`src/i8cv_ram.sv`:
```
// Generic single-port-write, single-port-read RAM with registered read data.
// Depends on nothing.
module i8cv_ram #(
    parameter int P_WIDTH = 8,
    parameter int P_DEPTH = 256
) (
    input  logic                       i_clk,
    input  logic                       i_we,
    input  logic [$clog2(P_DEPTH)-1:0] i_waddr,
    input  logic [P_WIDTH-1:0]         i_wdata,
    input  logic [$clog2(P_DEPTH)-1:0] i_raddr,
    output logic [P_WIDTH-1:0]         o_rdata
);
    logic [P_WIDTH-1:0] r_mem [P_DEPTH];
    logic [P_WIDTH-1:0] r_rdata;

    always_ff @(posedge i_clk) begin
        if (i_we) begin
            r_mem[i_waddr] <= i_wdata;
        end
        r_rdata <= r_mem[i_raddr];
    end

    assign o_rdata = r_rdata;
endmodule

```
`config.mk`:
```
export PLATFORM = sky130hd
export DESIGN_NAME = i8cv_ram
export DESIGN_NICKNAME = d
export VERILOG_FILES = /design/src/i8cv_ram.sv
export SDC_FILE = /design/constraint.sdc
export NUM_CORES = 2
export LEC_CHECK = 0
export BUFFER_PORTS_ARGS = -buffer_cell sky130_fd_sc_hd__buf_2
export CORE_MARGIN = 4
export CORE_UTILIZATION = 63
export CTS_CLUSTER_DIAMETER = 200
export DETAILED_ROUTE_END_ITERATION = 6
export PLACE_DENSITY = 0.84
export SKIP_LAST_GASP = 1
export SYNTH_ARGS = -nofsm -noshare
export SYNTH_HDL_FRONTEND = slang
export SYNTH_SLANG_ARGS = --single-unit
```
`constraint.sdc`:
```
create_clock -name i_clk -period 3.07 [get_ports i_clk]
set_input_delay 0.7675 -clock i_clk [delete_from_list [all_inputs] [get_ports i_clk]]
set_output_delay 0.7675 -clock i_clk [all_outputs]
set_load 0.02 [all_outputs]
```
==> results.py <==
metrics = {
    "floorplanning": {
        "die_w_microns": 363.4,
        "io_pins": 34,
        "start_util_pct": 63.36,
        "num_rows": 130,
        "core_area_sq_mm": 0.1256,
        "dieHeight_microns": 363.4,
        "die_area_sq_mm": 0.1320,
    },
    "place": {
        "place_ws_ps": -677.6,
        "dpl_cell_area_sq_mm": 0.08596,
        "gp_congestion": 0.9019,
        "dp_hpwl_microns": 128100,
        "port_buffers": 33,
    },
    "clock_network": {
        "root_buffer": "clkbuf_16",
        "clock-sinks": 2056,
        "htree_levels": 4,
        "cts-buffers-inserted": 188,
        "cts_tree": "done",
        "clk_latency_ps": 830,
        "clk_pin_slew_worst_paths_ps": 70,
        "cts.path.max_buffers": 3,
    },
    "timing": {
        "fmax_mhz": 338.0,
        "setup_ws_ps": 111.1,
        "skew_ps": 28.48,
        "finalSetupViolations": 0,
        "fin_crit_ps": 2959,
        "tightest_slew_ps": 1016,
        "slew_headroom_pct": 32.29,
        "timing.final.crit_share_pct": 96.38,
        "hold_viol": 0,
        "drv_slew": 0,
        "whs_ps": 466.7,
        "final.setup.tns_ps": 0,
        "grt_setup_unrepaired": "false",
    },
    "synth": {
        "ys_async_sr_fraction_pct": 0,
        "synth_cell_types": 55,
        "ys.flop_type": "edfxtp_1",
        "synth_edf_count": 2048,
        "syn-cell-area_sq_mm": 0.07956,
        "synth.avg_cell_area_sq_um": 21.31,
        "ys_ff_latch": 2056,
        "syn_nets": 3759,
        "yosysWarnings": 0,
        "yosysSeqAreaShare_pct": 77.50,
        "syn_inst": 3733,
    },
    "worst_setup_path": {
        "critPathCaptureType": "flip-flop",
        "r2r_start": "r_mem[71][2]",
        "cp_max_fo": 28,
        "startpoint": "i_raddr[0]",
        "cp_data_required_time_ps": 3740,
        "regToRegSetupSlack_ps": 370,
        "cp.arrival_ps": 3630,
        "critPathKind": "in -> reg",
        "crit_path_start_kind": "input pin",
    },
    "final_layout": {
        "nets": 4374,
        "drive_above_1_share_pct": 30.69,
        "final_cell_mix": "edfxtp_1 (2048), buf_4 (562), mux4_2 (454)",
        "final_common_cell": "edfxtp_1",
        "fin_area_sq_mm": 0.09177,
        "syn2layout_area_growth_pct": 15.35,
    },
    "detailed_routing": {
        "ant_nets": 0,
        "drt_iter0_markers": 8516,
        "wirelength_microns": 221100,
        "wire_per_inst_microns": 35.92,
        "dr.pass1.iters": 7,
        "vias": 45338,
        "route.detailed.drc": 0,
        "vias_per_cell": 7.366,
    },
    "global_route": {
        "grt_pass1_wl_microns": 320300,
        "grt_max_degree": 116,
        "grt-ovfl-total": 0,
        "grt_use_total_pct": 34.02,
        "antenna_found_initial": 9,
        "grt_pass1_vias": 44955,
    },
    "hold_path": {
        "hp-class": "in -> reg",
        "hp-start": "i_wdata[4]",
    },
    "power_and_ir_drop": {
        "power.leakage_nw": 29.70,
        "ir_drop_uv": 659.5,
        "finalPower_w": 0.05690,
        "power.density_mw_per_mm2": 620.1,
    },
    "status": {
        "status": "finished, final reports clean",
    },
    "job": {
        "maxCapViolations": 0,
    },
}
==> per-stage QoR <==
step	cells	util, %
finish	6155	73.08
global route	6150	73.07
CTS	6150	73.07
detailed placement	5808	68.45
global placement	5808	68.45
floorplan	3733	-
==> layer usage <==
metal / vias to the layer above / GRT usage, % / wire length (microns)
li1: 16889 / - / -
met2: 4802 / 52.61 / 104400
met1: 22583 / 44.86 / 69660
met3: 1050 / 9.657 / 31930
met4: 14 / 17.98 / 15030
met5: - / 0 / 92
==> registers in the layout (all words and copies together) (netlist names) <==
register,flops
o_rdata,8
r_mem,2048
==> power by group <==
| group | internal [W] | switching [W] | leakage, nW |
|---|---|---|---|
| registers | 0.0309 | 0.0000697 | 18.5 |
| logic | 0.00124 | 0.00203 | 8.41 |
| clock network | 0.0123 | 0.0104 | 2.82 |
==> area by class of cell <==
| type | instances | area (sq um) |
|---|---|---|
| sequential | 2056 | 61660 |
| fill | 6292 | 33800 |
| multi-input combinational | 1442 | 16480 |
| timing repair buffer | 658 | 5751 |
| clock buffer | 237 | 4898 |
| tap | 1650 | 2064 |
| clock inverter | 105 | 894.6 |
| antenna | 5 | 12.51 |
| inverter | 2 | 7.507 |
==> worst paths after layout <==
| check | cells after the start | to |
|---|---|---|
| worst max-delay path | 9 | o_rdata[7] |
| worst min-delay path | 1 | r_mem[224][4] |
| worst max register to register | 6 | o_rdata[2] |
| worst min register to register | 6 | o_rdata[0] |
==> repair_timing <==
action | 4_1_cts | 5_1_grt
hold buffers | 0 | 0
buffers inserted | 0 | 0
setup endpoints to repair | 0 | 1
gates resized for setup | 0 | 1
==> cells by family after synthesis <==
group | share of synthesized area, %
flip-flops | 77.50
multiplexers | 14.62
AND/OR/NAND/NOR | 2.628
AO/OA/AOI/OAI | 3.419
buffers and inverters | 1.831
==> worst max-delay path, cell delays in order <==
cell       delay, ps
buf_8            170
buf_12           270
buf_4            260
mux4_2           530
o21ai_0          560
a2111oi_2        190
buf_4            190
nor3_1           520
nor4_1           170
==> synth_stat cells, types with 2 or more instances <==
master / n / area share (%)
a2111oi_0: 2 / 0.022
a2111oi_1: 2 / 0.025
a211oi_1: 16 / 0.15
a21oi_1: 96 / 0.60
a221oi_1: 13 / 0.14
a22o_1: 8 / 0.088
a22oi_1: 133 / 1.3
a311oi_1: 2 / 0.022
a31oi_1: 2 / 0.016
and2_1: 6 / 0.047
and3b_1: 2 / 0.022
buf_1: 22 / 0.10
buf_12: 8 / 0.20
buf_2: 31 / 0.20
buf_4: 27 / 0.25
buf_6: 21 / 0.30
buf_8: 13 / 0.25
clkbuf_1: 111 / 0.52
dfxtp_1: 8 / 0.20
edfxtp_1: 2048 / 77
mux2i_1: 134 / 1.7
mux4_1: 2 / 0.066
mux4_2: 454 / 13
nand2_1: 33 / 0.16
nand2b_1: 8 / 0.063
nand3_1: 34 / 0.21
nand3b_1: 2 / 0.019
nand4_1: 10 / 0.079
nor2_1: 282 / 1.3
nor2b_1: 31 / 0.24
nor3_1: 22 / 0.14
nor4_1: 24 / 0.19
nor4_2: 3 / 0.047
o211ai_1: 10 / 0.094
o21ai_0: 10 / 0.063
o21ai_1: 2 / 0.013
o221ai_1: 46 / 0.51
o22a_1: 5 / 0.055
o22ai_1: 28 / 0.22
o32ai_1: 4 / 0.044
or2_2: 4 / 0.031
No activity file was read; power rests on OpenSTA's default activity.
