**src/i8cv_pkg.sv**
```systemverilog
// Package for the int8 1-D convolution core: sizes, request codes,
// configuration indexes, payload structs and size clamping helpers.
// Depends on nothing.
package i8cv_pkg;

    localparam int MAX_CHANNELS_IN  = 16;
    localparam int MAX_CHANNELS_OUT = 16;
    localparam int MAX_TAPS         = 8;
    localparam int W_DEPTH          = MAX_CHANNELS_OUT * MAX_CHANNELS_IN * MAX_TAPS;
    localparam int W_AW             = $clog2(W_DEPTH);
    localparam int CH_W             = $clog2(MAX_CHANNELS_IN);
    localparam int TAP_W            = $clog2(MAX_TAPS);
    localparam int F_W              = $clog2(MAX_CHANNELS_OUT);

    localparam logic [1:0] ACT_LOAD_W = 2'd0;
    localparam logic [1:0] ACT_LOAD_B = 2'd1;
    localparam logic [1:0] ACT_DATA   = 2'd2;
    localparam logic [1:0] ACT_NEWSEQ = 2'd3;

    localparam logic [2:0] CFG_CIN   = 3'd0;
    localparam logic [2:0] CFG_COUT  = 3'd1;
    localparam logic [2:0] CFG_K     = 3'd2;
    localparam logic [2:0] CFG_MULT  = 3'd3;
    localparam logic [2:0] CFG_SHIFT = 3'd4;
    localparam logic [2:0] CFG_BIAS  = 3'd5;
    localparam logic [2:0] CFG_MASK  = 3'd6;

    typedef struct packed {
        logic [1:0]         action;
        logic [10:0]        weight_index;
        logic signed [7:0]  weight_value;
        logic               mask_bit;
        logic [3:0]         bias_index;
        logic signed [31:0] bias_value;
        logic signed [7:0]  activation;
    } t_in_item;

    typedef struct packed {
        logic signed [7:0] out_value;
        logic [3:0]        filter_index;
        logic              last_of_row;
    } t_out_item;

    typedef logic [MAX_CHANNELS_IN-1:0][7:0] t_row;

    // Sizes of zero act as one and sizes above the maximum act as the maximum.
    function automatic logic [4:0] clamp5(input logic [4:0] v, input logic [4:0] hi);
        logic [4:0] r;
        if (v == 5'd0) begin
            r = 5'd1;
        end else if (v > hi) begin
            r = hi;
        end else begin
            r = v;
        end
        return r;
    endfunction

    function automatic logic [3:0] clamp4(input logic [3:0] v, input logic [3:0] hi);
        logic [3:0] r;
        if (v == 4'd0) begin
            r = 4'd1;
        end else if (v > hi) begin
            r = hi;
        end else begin
            r = v;
        end
        return r;
    endfunction

endpackage

```
**src/i8cv_row_cell.sv**
```systemverilog
// One cell of the row ring: holds one row of activations, takes a written
// sample, and hands its row to the next cell when the ring rotates.
// Depends on i8cv_pkg.
module i8cv_row_cell
    import i8cv_pkg::*;
(
    input  logic            i_clk,
    input  logic            i_wr_en,
    input  logic [CH_W-1:0] i_wr_ch,
    input  logic [7:0]      i_wr_data,
    input  logic            i_shift,
    input  t_row            i_row,
    input  logic [CH_W-1:0] i_rd_ch,
    output t_row            o_row,
    output logic [7:0]      o_rd
);
    t_row r_row;

    always_ff @(posedge i_clk) begin
        if (i_shift) begin
            r_row <= i_row;
        end else if (i_wr_en) begin
            r_row[i_wr_ch] <= i_wr_data;
        end
    end

    assign o_row = r_row;
    assign o_rd  = r_row[i_rd_ch];
endmodule

```
**config.mk**
```make
export PLATFORM = sky130hd
export DESIGN_NAME = i8cv_row_cell
export DESIGN_NICKNAME = d
export VERILOG_FILES = /design/src/i8cv_pkg.sv /design/src/i8cv_row_cell.sv
export SDC_FILE = /design/constraint.sdc
export NUM_CORES = 1
export LEC_CHECK = 0
export ABC_AREA = 1
export BUFFER_PORTS_ARGS = -buffer_cell sky130_fd_sc_hd__clkbuf_2
export CAP_MARGIN = 10
export CORE_MARGIN = 2
export CORE_UTILIZATION = 44
export CTS_CLUSTER_DIAMETER = 120
export DETAILED_ROUTE_END_ITERATION = 10
export GPL_TIMING_DRIVEN = 0
export PLACE_DENSITY = 0.76
export SYNTH_ARGS = -nofsm -noshare
export SYNTH_HDL_FRONTEND = slang
export SYNTH_SLANG_ARGS = --single-unit
```
**constraint.sdc**
```tcl
create_clock -name i_clk -period 1.8 [get_ports i_clk]
set_input_delay 0.36 -clock i_clk [delete_from_list [all_inputs] [get_ports i_clk]]
set_output_delay 0.36 -clock i_clk [all_outputs]
set_load 0.005 [all_outputs]
```
==> results of run 1 <==
[cells in the mapped netlist]
cell type | count | area (um2)
edfxtp_1 | 128 | 3840
o21ai_1 | 2 | 10.0
buf_4 | 4 | 30.0
nand3_1 | 96 | 480
inv_1 | 105 | 394
nand2_1 | 319 | 1200
nor2_1 | 6 | 22.5
nand2_2 | 3 | 18.8
clkbuf_1 | 8 | 30.0
clkbuf_2 | 5 | 25.0
buf_6 | 10 | 113
o21ai_0 | 142 | 711
inv_2 | 3 | 11.3
buf_2 | 22 | 110
[stage by stage]
stage / cells / instance area [um2] / setup WS, ns / hold slack (ns) / util
after CTS: 1398 / 9600 / -0.00655 / 0.208 / 0.611
after detailed placement: 1348 / 8660 / -0.762 / 0.644 / 0.551
final: 1444 / 10300 / -0.0198 / 0.211 / 0.655
after global routing: 1444 / 10300 / -0.0733 / 0.222 / 0.655
after floorplan: 853 / 7000 / 0.0580 / 0.551 / -
after global placement: 1348 / 8660 / -0.708 / 0.641 / 0.551
[final cells by class]
| type | instances | area [um2] | area share |
|---|---|---|---|
| well taps | 216 | 270 | 0.0263 |
| clock buffers | 21 | 440 | 0.0428 |
| plain buffers | 49 | 369 | 0.0359 |
| clock inverters | 9 | 70.1 | 0.00681 |
| inverters | 108 | 412 | 0.0400 |
| multi-input cells | 568 | 2910 | 0.283 |
| flip-flops and latches | 128 | 3840 | 0.374 |
| repair buffers | 345 | 1970 | 0.192 |
[final timing paths]
check,startpoint,endpoint,slack (ns),depth (start not counted)
worst max-delay path,o_row[118],o_rd[6],-0.02,7
worst min-delay path,i_row[55],o_row[55],0.21,3
[cells by family (layout without fill, tap and decap cells)]
group           Yosys count  after routing  synth area share
compound gates          144            144             0.103
flops                   128            128             0.549
simple gates            424            424             0.246
buf+inv                 157            532             0.102
[power by group through the flow]
stage	clock (uW)	combinational, uW	sequential [uW]
global route	3200	1940	3790
detailed placement	0	1390	3840
global placement	0	1360	3840
CTS	3060	1530	3780
finish	3110	1800	3770
floorplan	0	617	3810
[worst min-delay path: stages]
cell	delay, ns
clkbuf_2	0.07
nand2_1	0.04
o21ai_0	0.05
[timing repair]
item / 4_1_cts / 5_1_grt
setup endpoints to repair: 128 / 112
gates cloned: 3 / 0
pin swaps: 16 / 32
setup buffers: 17 / 46
gates resized for setup: 64 / 93
[metal layers]
metal  global-route usage  routed length [um]
met5                    0                   0
met4                0.127                 852
met3               0.0795                3350
met2                0.546               14200
met1                0.421               10800
==> out/metrics.yaml, run 1 <==
detailed_routing:
  vias_per_cell: 5.48
  vias: 7917
  antenna_left: 0
  dr.pass1.iters: 6
  drt_iter0_markers: 829
  totalWireLength_um: 29200
  drc: 0
  routedWlPerCell_um: 20.2
clock_tree:
  h-tree-depth: 4
  ctsRootBufferMaster: "clkbuf_16"
  cts_tree: "done"
  cts_inserted_buffers: 17
  cts-hold-fix-buffers: 0
  clkTransAtPathRegs_ns: 0.06
  clock_path_buffers: 2
  cts_sinks: 128
worst_setup_path:
  cp_top_family: "simple AND/OR/NAND/NOR gates"
  max_stage_delay_ns: 0.39
  crit_required_ns: 1.44
  end_kind: "primary output"
  cpMaxStageDelayCell: "edfxtp_1"
  start_kind: "flip-flop"
  crit_chain: "inv_1 -> nand2_1 -> nand3_2 -> nand3_2 -> nand3_2 -> nand2_2 -> clkbuf_2"
  path_max_fanout: 2
  crit_arrival_ns: 1.46
  critical_path_class: "reg -> out"
  critPathBufInv: 2
  crit_path_frequent_cell: "nand3_2"
pwr:
  internal-power_uw: 6220
  total_power_uw: 8690
  leakagePower_uw: 0.00509
  p_clk_frac: 0.358
  p_per_area_nw_per_um2: 844
  power.switching_uw: 2460
  peakVddDrop_v: 0.000674
  seqPwrFrac: 0.435
  power_frac_comb: 0.208
  swShare: 0.284
timing:
  finalMaxSlewViolations: 0
  setup_viol: 5
  period_needed_ns: 1.82
  setup_ws_ns: -0.0198
  finalHoldViolations: 0
  tightest_slew_ns: 0.764
  max_freq_mhz: 550
  finalCritPeriodShare: 1.01
  rsz0062_at_grt: "true"
  tns_ns: -0.0640
  relSlewSlack: 0.487
cells_and_area:
  final_cell_mix: "nand2_1, clkbuf_2, edfxtp_1"
  largest_register_ff_count: 128
  drive_above_1_share: 0.423
  nets: 1364
  nFillCells: 1310
  antenna_cells: 0
  layout_commonest_cell: "nand2_1"
  area_delta_synth_final_pct: 47.0
floorplanning:
  start_util: 0.445
  pin_count: 283
  die_y_um: 130
  rows: 46
  dieArea_um2: 16900
  core_um2: 15700
  dieWidth_um: 130
grt:
  overflow: 0
  track_usage: 0.330
  grt_pass1_vias: 7098
  grt_max_degree: 17
  grt_pass1_wl_um: 40100
  grt_antenna_before_repair: 1
logic_synthesis:
  synth-seq-cells: 128
  syn_nets: 1000
  yosysWarnings: 0
  synth_cell_types: 14
  syn_area_um2: 7000
  synth_seq_area_share: 0.549
  postSynthCellCount: 853
  syn_avg_cell_area_um2: 8.20
placed_design:
  hpwl_um: 20700
  numPortBuffers: 279
  place.gp.congestion: 0.961
flow_run:
  cap_violations: 0
min_path:
  hp-class: "in -> reg"
run_status:
  status: "finished, violations left"
  violations: "setup timing"
(Power assumes the default switching activity.)
==> run 2: changes to the inputs <==
--- a/config.mk
+++ b/config.mk
@@ -9,11 +9,12 @@
 export BUFFER_PORTS_ARGS = -buffer_cell sky130_fd_sc_hd__clkbuf_2
 export CAP_MARGIN = 10
 export CORE_MARGIN = 2
-export CORE_UTILIZATION = 44
+export CORE_UTILIZATION = 46
+export CTS_BUF_LIST = sky130_fd_sc_hd__clkbuf_4
 export CTS_CLUSTER_DIAMETER = 120
 export DETAILED_ROUTE_END_ITERATION = 10
 export GPL_TIMING_DRIVEN = 0
-export PLACE_DENSITY = 0.76
+export PLACE_DENSITY = 0.79
 export SYNTH_ARGS = -nofsm -noshare
 export SYNTH_HDL_FRONTEND = slang
 export SYNTH_SLANG_ARGS = --single-unit
==> out/metrics.yaml, run 2 (synthesis gave the netlist of run 1 again) <==
run_status:
  status: "finished, violations left"  # unchanged
  violations: "setup timing"  # unchanged
placed_design:
  place_area_um2: 8630  # was 8660 um2
  place.gp.congestion: 0.973  # was 0.961
  numPortBuffers: 279  # unchanged
  dp_cells: 1320  # was 1348
  hpwl_um: 20300  # was 20700 um
timing:
  tightest_slew_ns: 0.832  # was 0.764 ns
  finalMaxSlewViolations: 0  # unchanged
  max_freq_mhz: 502  # was 550 MHz
  finalHoldViolations: 0  # unchanged
  tns_ns: -1.39  # was -0.0640 ns
  setup_viol: 8  # was 5
  rsz0062_at_grt: "true"  # unchanged
  setup_ws_ns: -0.192  # was -0.0198 ns
  finalCritPeriodShare: 1.11  # was 1.01
  relSlewSlack: 0.441  # was 0.487
  period_needed_ns: 1.99  # was 1.82 ns
worst_setup_path:
  start_kind: "flip-flop"  # unchanged
  end_kind: "primary output"  # unchanged
  crit_arrival_ns: 1.63  # was 1.46 ns
  critical_path_class: "reg -> out"  # unchanged
  crit_required_ns: 1.44  # about the same
  path_max_fanout: 2  # unchanged
grt:
  track_usage: 0.329  # was 0.330
  grt_antenna_before_repair: 2  # was 1
  grt_pass1_wl_um: 39200  # was 40100 um
  grt_pass1_vias: 7215  # was 7098
  grt_max_degree: 17  # unchanged
  overflow: 0  # unchanged
cells_and_area:
  largest_register_ff_count: 128  # unchanged
  final_cell_mix: "nand2_1, clkbuf_2, edfxtp_1"  # unchanged
  area_delta_synth_final_pct: 36.3  # was 47.0%
  drive_above_1_share: 0.382  # was 0.423
  nets: 1347  # was 1364
  fin_cells: 1401  # was 1444
  design_area_um2: 9540  # was 10300 um2
  utilization: 0.634  # was 0.655
  layout_commonest_cell: "nand2_1"  # unchanged
min_path:
  hp-class: "in -> reg"  # unchanged
detailed_routing:
  antenna_left: 0  # unchanged
  drt_iter0_markers: 857  # was 829
  drc: 0  # unchanged
  vias_per_cell: 5.45  # was 5.48
  vias: 7640  # was 7917
  dr.pass1.iters: 6  # unchanged
  routedWlPerCell_um: 19.6  # was 20.2 um
  totalWireLength_um: 27400  # was 29200 um
clock_tree:
  clkTransAtPathRegs_ns: 0.12  # was 0.06 ns
  clock_path_buffers: 2  # unchanged
  cts_sinks: 128  # unchanged
  h-tree-depth: 4  # unchanged
  cts_tree: "done"  # unchanged
  ctsRootBufferMaster: "clkbuf_4"  # was clkbuf_16
  cts_inserted_buffers: 17  # unchanged
floorplanning:
  rows: 45  # was 46
  die_y_um: 127  # was 130 um
  start_util: 0.465  # was 0.445
  dieWidth_um: 127  # was 130 um
  dieArea_um2: 16200  # was 16900 um2
  core_um2: 15000  # was 15700 um2
  pin_count: 283  # unchanged
pwr:
  total_power_uw: 7480  # was 8690 uW
  peakVddDrop_v: 0.000455  # was 0.000674 V
  p_per_area_nw_per_um2: 784  # was 844 nW/um2
  leakagePower_uw: 0.00477  # was 0.00509 uW
flow_run:
  cap_violations: 0  # unchanged
[run 2: worst paths after layout]
check                 slack (ns)  depth (start not counted)      start   endpoint
worst max-delay path       -0.19                          7  o_row[60]    o_rd[4]
worst min-delay path        0.07                          3  i_row[82]  o_row[82]
[run 2: critical path: stages, from the launching register on]
cell and delay, ns:
edfxtp_1 0.44, inv_1 0.08, nand2_1 0.06, nand3_2 0.09
nand3_2 0.10, nand3_2 0.10, nand2_2 0.07, clkbuf_2 0.11
[run 2: cell type report]
cell class	count	area [um2]
Fill cell	1372	5500
Sequential cell	128	3840
Multi-Input combinational cell	568	2690
Timing Repair Buffer	328	1760
Inverter	108	405
Buffer	49	308
Tap cell	188	235
Clock inverter	12	144
Clock buffer	19	143
Antenna cell	1	2.50
[run 2: layer usage]
metal / global-route usage / vias up / routed length [um]
met5: 0 / - / 0
met4: 0.138 / 0 / 912
met3: 0.0775 / 74 / 2890
met2: 0.545 / 535 / 13300
met1: 0.416 / 3541 / 10300
li1: - / 3490 / -
[run 2: what timing repair did]
| item | 4_1_cts | 5_1_grt |
|---|---|---|
| pin swaps | 13 | 8 |
| gates resized for setup | 39 | 37 |
| endpoints found under the setup margin | 88 | 56 |
| setup buffers | 19 | 30 |
| hold buffers | 0 | 0 |
[run 2: stage by stage]
| stage | hold WS [ns] | setup slack (ns) |
|---|---|---|
| after global routing | 0.0510 | -0.262 |
| after floorplan | 0.551 | 0.0580 |
| after CTS | 0.0405 | -0.228 |
| after detailed placement | 0.642 | -0.822 |
| final | 0.0652 | -0.192 |
| after global placement | 0.638 | -0.711 |
[run 2: report_power, final]
part / internal [uW] / leakage, uW / switching, uW
Sequential: 3590 / 0.00124 / 168
Combinational: 680 / 0.00338 / 956
Clock: 969 / 0.000149 / 1110
Total: 5240 / 0.00477 / 2240
==> run 3: changes to the inputs <==
--- a/config.mk
+++ b/config.mk
@@ -9,12 +9,13 @@
 export BUFFER_PORTS_ARGS = -buffer_cell sky130_fd_sc_hd__clkbuf_2
 export CAP_MARGIN = 10
 export CORE_MARGIN = 2
-export CORE_UTILIZATION = 46
+export CORE_UTILIZATION = 40
 export CTS_BUF_LIST = sky130_fd_sc_hd__clkbuf_4
 export CTS_CLUSTER_DIAMETER = 120
 export DETAILED_ROUTE_END_ITERATION = 10
 export GPL_TIMING_DRIVEN = 0
-export PLACE_DENSITY = 0.79
+export PLACE_DENSITY = 0.7
 export SYNTH_ARGS = -nofsm -noshare
 export SYNTH_HDL_FRONTEND = slang
 export SYNTH_SLANG_ARGS = --single-unit
+export TNS_END_PERCENT = 10
==> out/metrics.yaml, run 3 (synthesis gave the netlist of run 1 again) <==
detailed_routing:
  antenna_left: 0  # unchanged
  dr.pass1.iters: 5  # was 6
  totalWireLength_um: 28200  # was 27400 um
  drt_iter0_markers: 811  # was 857
  vias_per_cell: 5.28  # was 5.45
  drc: 0  # unchanged
  vias: 7551  # was 7640
  routedWlPerCell_um: 19.7  # was 19.6 um
timing:
  finalMaxSlewViolations: 0  # unchanged
  finalCritPeriodShare: 1.10  # was 1.11
  finalHoldViolations: 0  # unchanged
  setup_ws_ns: -0.183  # was -0.192 ns
  setup_viol: 8  # unchanged
  relSlewSlack: 0.307  # was 0.441
  tightest_slew_ns: 1.03  # was 0.832 ns
  rsz0062_at_grt: "true"  # unchanged
  period_needed_ns: 1.98  # was 1.99 ns
  max_freq_mhz: 504  # was 502 MHz
floorplanning:
  dieArea_um2: 18600  # was 16200 um2
  rows: 48  # was 45
  die_y_um: 136  # was 127 um
  pin_count: 283  # unchanged
  dieWidth_um: 136  # was 127 um
  core_um2: 17200  # was 15000 um2
  start_util: 0.407  # was 0.465
pwr:
  total_power_uw: 7380  # was 7480 uW
  peakVddDrop_v: 0.000342  # was 0.000455 V
  leakagePower_uw: 0.00474  # was 0.00477 uW
  p_per_area_nw_per_um2: 776  # was 784 nW/um2
worst_setup_path:
  cp_top_family: "flip-flops"  # unchanged
  crit_chain: "inv_1 -> nand2_1 -> nand3_2 -> nand3_2 -> nand3_2 -> nand2_1 -> clkbuf_2"  # was inv_1 -> nand2_1 -> nand3_2 -> nand3_2 -> nand3_2 -> nand2_2 -> clkbuf_2
  critPathBufInv: 2  # unchanged
  path_max_fanout: 2  # unchanged
  critical_path_class: "reg -> out"  # unchanged
  end_kind: "primary output"  # unchanged
  crit_required_ns: 1.44  # about the same
  start_kind: "flip-flop"  # unchanged
  max_stage_delay_ns: 0.44  # about the same
  crit_arrival_ns: 1.62  # was 1.63 ns
  cpMaxStageDelayCell: "edfxtp_1"  # unchanged
  crit_path_frequent_cell: "nand3_2"  # unchanged
grt:
  overflow: 0  # unchanged
  track_usage: 0.296  # was 0.329
  grt_max_degree: 17  # unchanged
  grt_pass1_vias: 7032  # was 7215
  grt_pass1_wl_um: 39300  # was 39200 um
  grt_antenna_before_repair: 1  # was 2
clock_tree:
  clkTransAtPathRegs_ns: 0.13  # was 0.12 ns
  cts_sinks: 128  # unchanged
  cts_inserted_buffers: 17  # unchanged
  clock_path_buffers: 2  # unchanged
  cts_tree: "done"  # unchanged
  h-tree-depth: 4  # unchanged
  ctsRootBufferMaster: "clkbuf_4"  # unchanged
cells_and_area:
  layout_commonest_cell: "nand2_1"  # unchanged
  final_cell_mix: "nand2_1, clkbuf_2, o21ai_0, edfxtp_1, inv_1"  # was nand2_1, clkbuf_2, edfxtp_1
  largest_register_ff_count: 128  # unchanged
  utilization: 0.554  # was 0.634
  fin_cells: 1430  # was 1401
  nets: 1338  # was 1347
  drive_above_1_share: 0.378  # was 0.382
  area_delta_synth_final_pct: 35.9  # was 36.3%
placed_design:
  hpwl_um: 21200  # was 20300 um
  numPortBuffers: 279  # unchanged
  place.gp.congestion: 0.946  # was 0.973
  dp_cells: 1357  # was 1320
min_path:
  hp-class: "in -> reg"  # unchanged
run_status:
  violations: "setup timing"  # unchanged
  status: "finished, violations left"  # unchanged
flow_run:
  cap_violations: 0  # unchanged
run 3: cell count changes in the layout (fill, tap and decap cells not counted), moves of 2 or more:
cell and change:
buf_4 -10, nand3_2 +5, nand2_1 +4, nand2_2 -4, nand3_1 -4, clkbuf_4 +3
o21ai_1 -3, inv_1 +2, inv_2 -2, o21ai_0 +2
run 3: what timing repair did:
action | CTS | global route
pin swaps | 3 | 14
endpoints found under the setup margin | 104 | 32
hold buffers | 0 | 0
gates resized for setup | 31 | 42
hold endpoints to repair | 0 | 0
buffers inserted | 7 | 32
run 3: layout make-up:
class	count	area, um2
inverter	108	405
tap	225	282
clock inverter	11	116
timing repair buffer	319	1690
fill	1673	7670
sequential	128	3840
antenna	1	2.50
multi-input combinational	568	2700
buffer	49	310
clock buffer	21	158
run 3: worst min-delay path, delay by kind of cell:
| family | cells | cell delay [ns] |
|---|---|---|
| and+or+nand+nor | 1 | 0.04 |
| AOI/OAI and AO/OA | 1 | 0.05 |
| buffers and inverters | 1 | 0.08 |
run 3: metal layers:
| metal | track usage | wire length [um] | part of all wire |
|---|---|---|---|
| met5 | 0 | 0 | 0 |
| met4 | 0.102 | 807 | 0.029 |
| met3 | 0.0861 | 2910 | 0.10 |
| met2 | 0.484 | 13400 | 0.48 |
| met1 | 0.375 | 11100 | 0.39 |
run 3: final timing paths:
check  depth (start not counted)        to  startpoint
max                            7   o_rd[5]   o_row[61]
min                            3  o_row[6]    i_row[6]
run 3: where the power goes:
part           internal [uW]  leakage [uW]  total (uW)  switching, uW
combinational            658       0.00335        1610            956
sequential              3590       0.00124        3760            169
clock                    874      0.000151        2000           1130
total                   5120       0.00474        7380           2250
run 3: stage by stage:
stage / hold slack, ns / setup TNS (ns) / setup WS [ns] / cell area, um2
floorplan: 0.551 / 0 / 0.0580 / 7000
global placement: 0.641 / -83.82 / -0.769 / 8670
detailed placement: 0.642 / -89.20 / -0.846 / 8670
CTS: 0.0521 / -1.57 / -0.230 / 9090
global route: 0.0597 / -1.87 / -0.242 / 9510
finish: 0.0723 / -1.29 / -0.183 / 9510
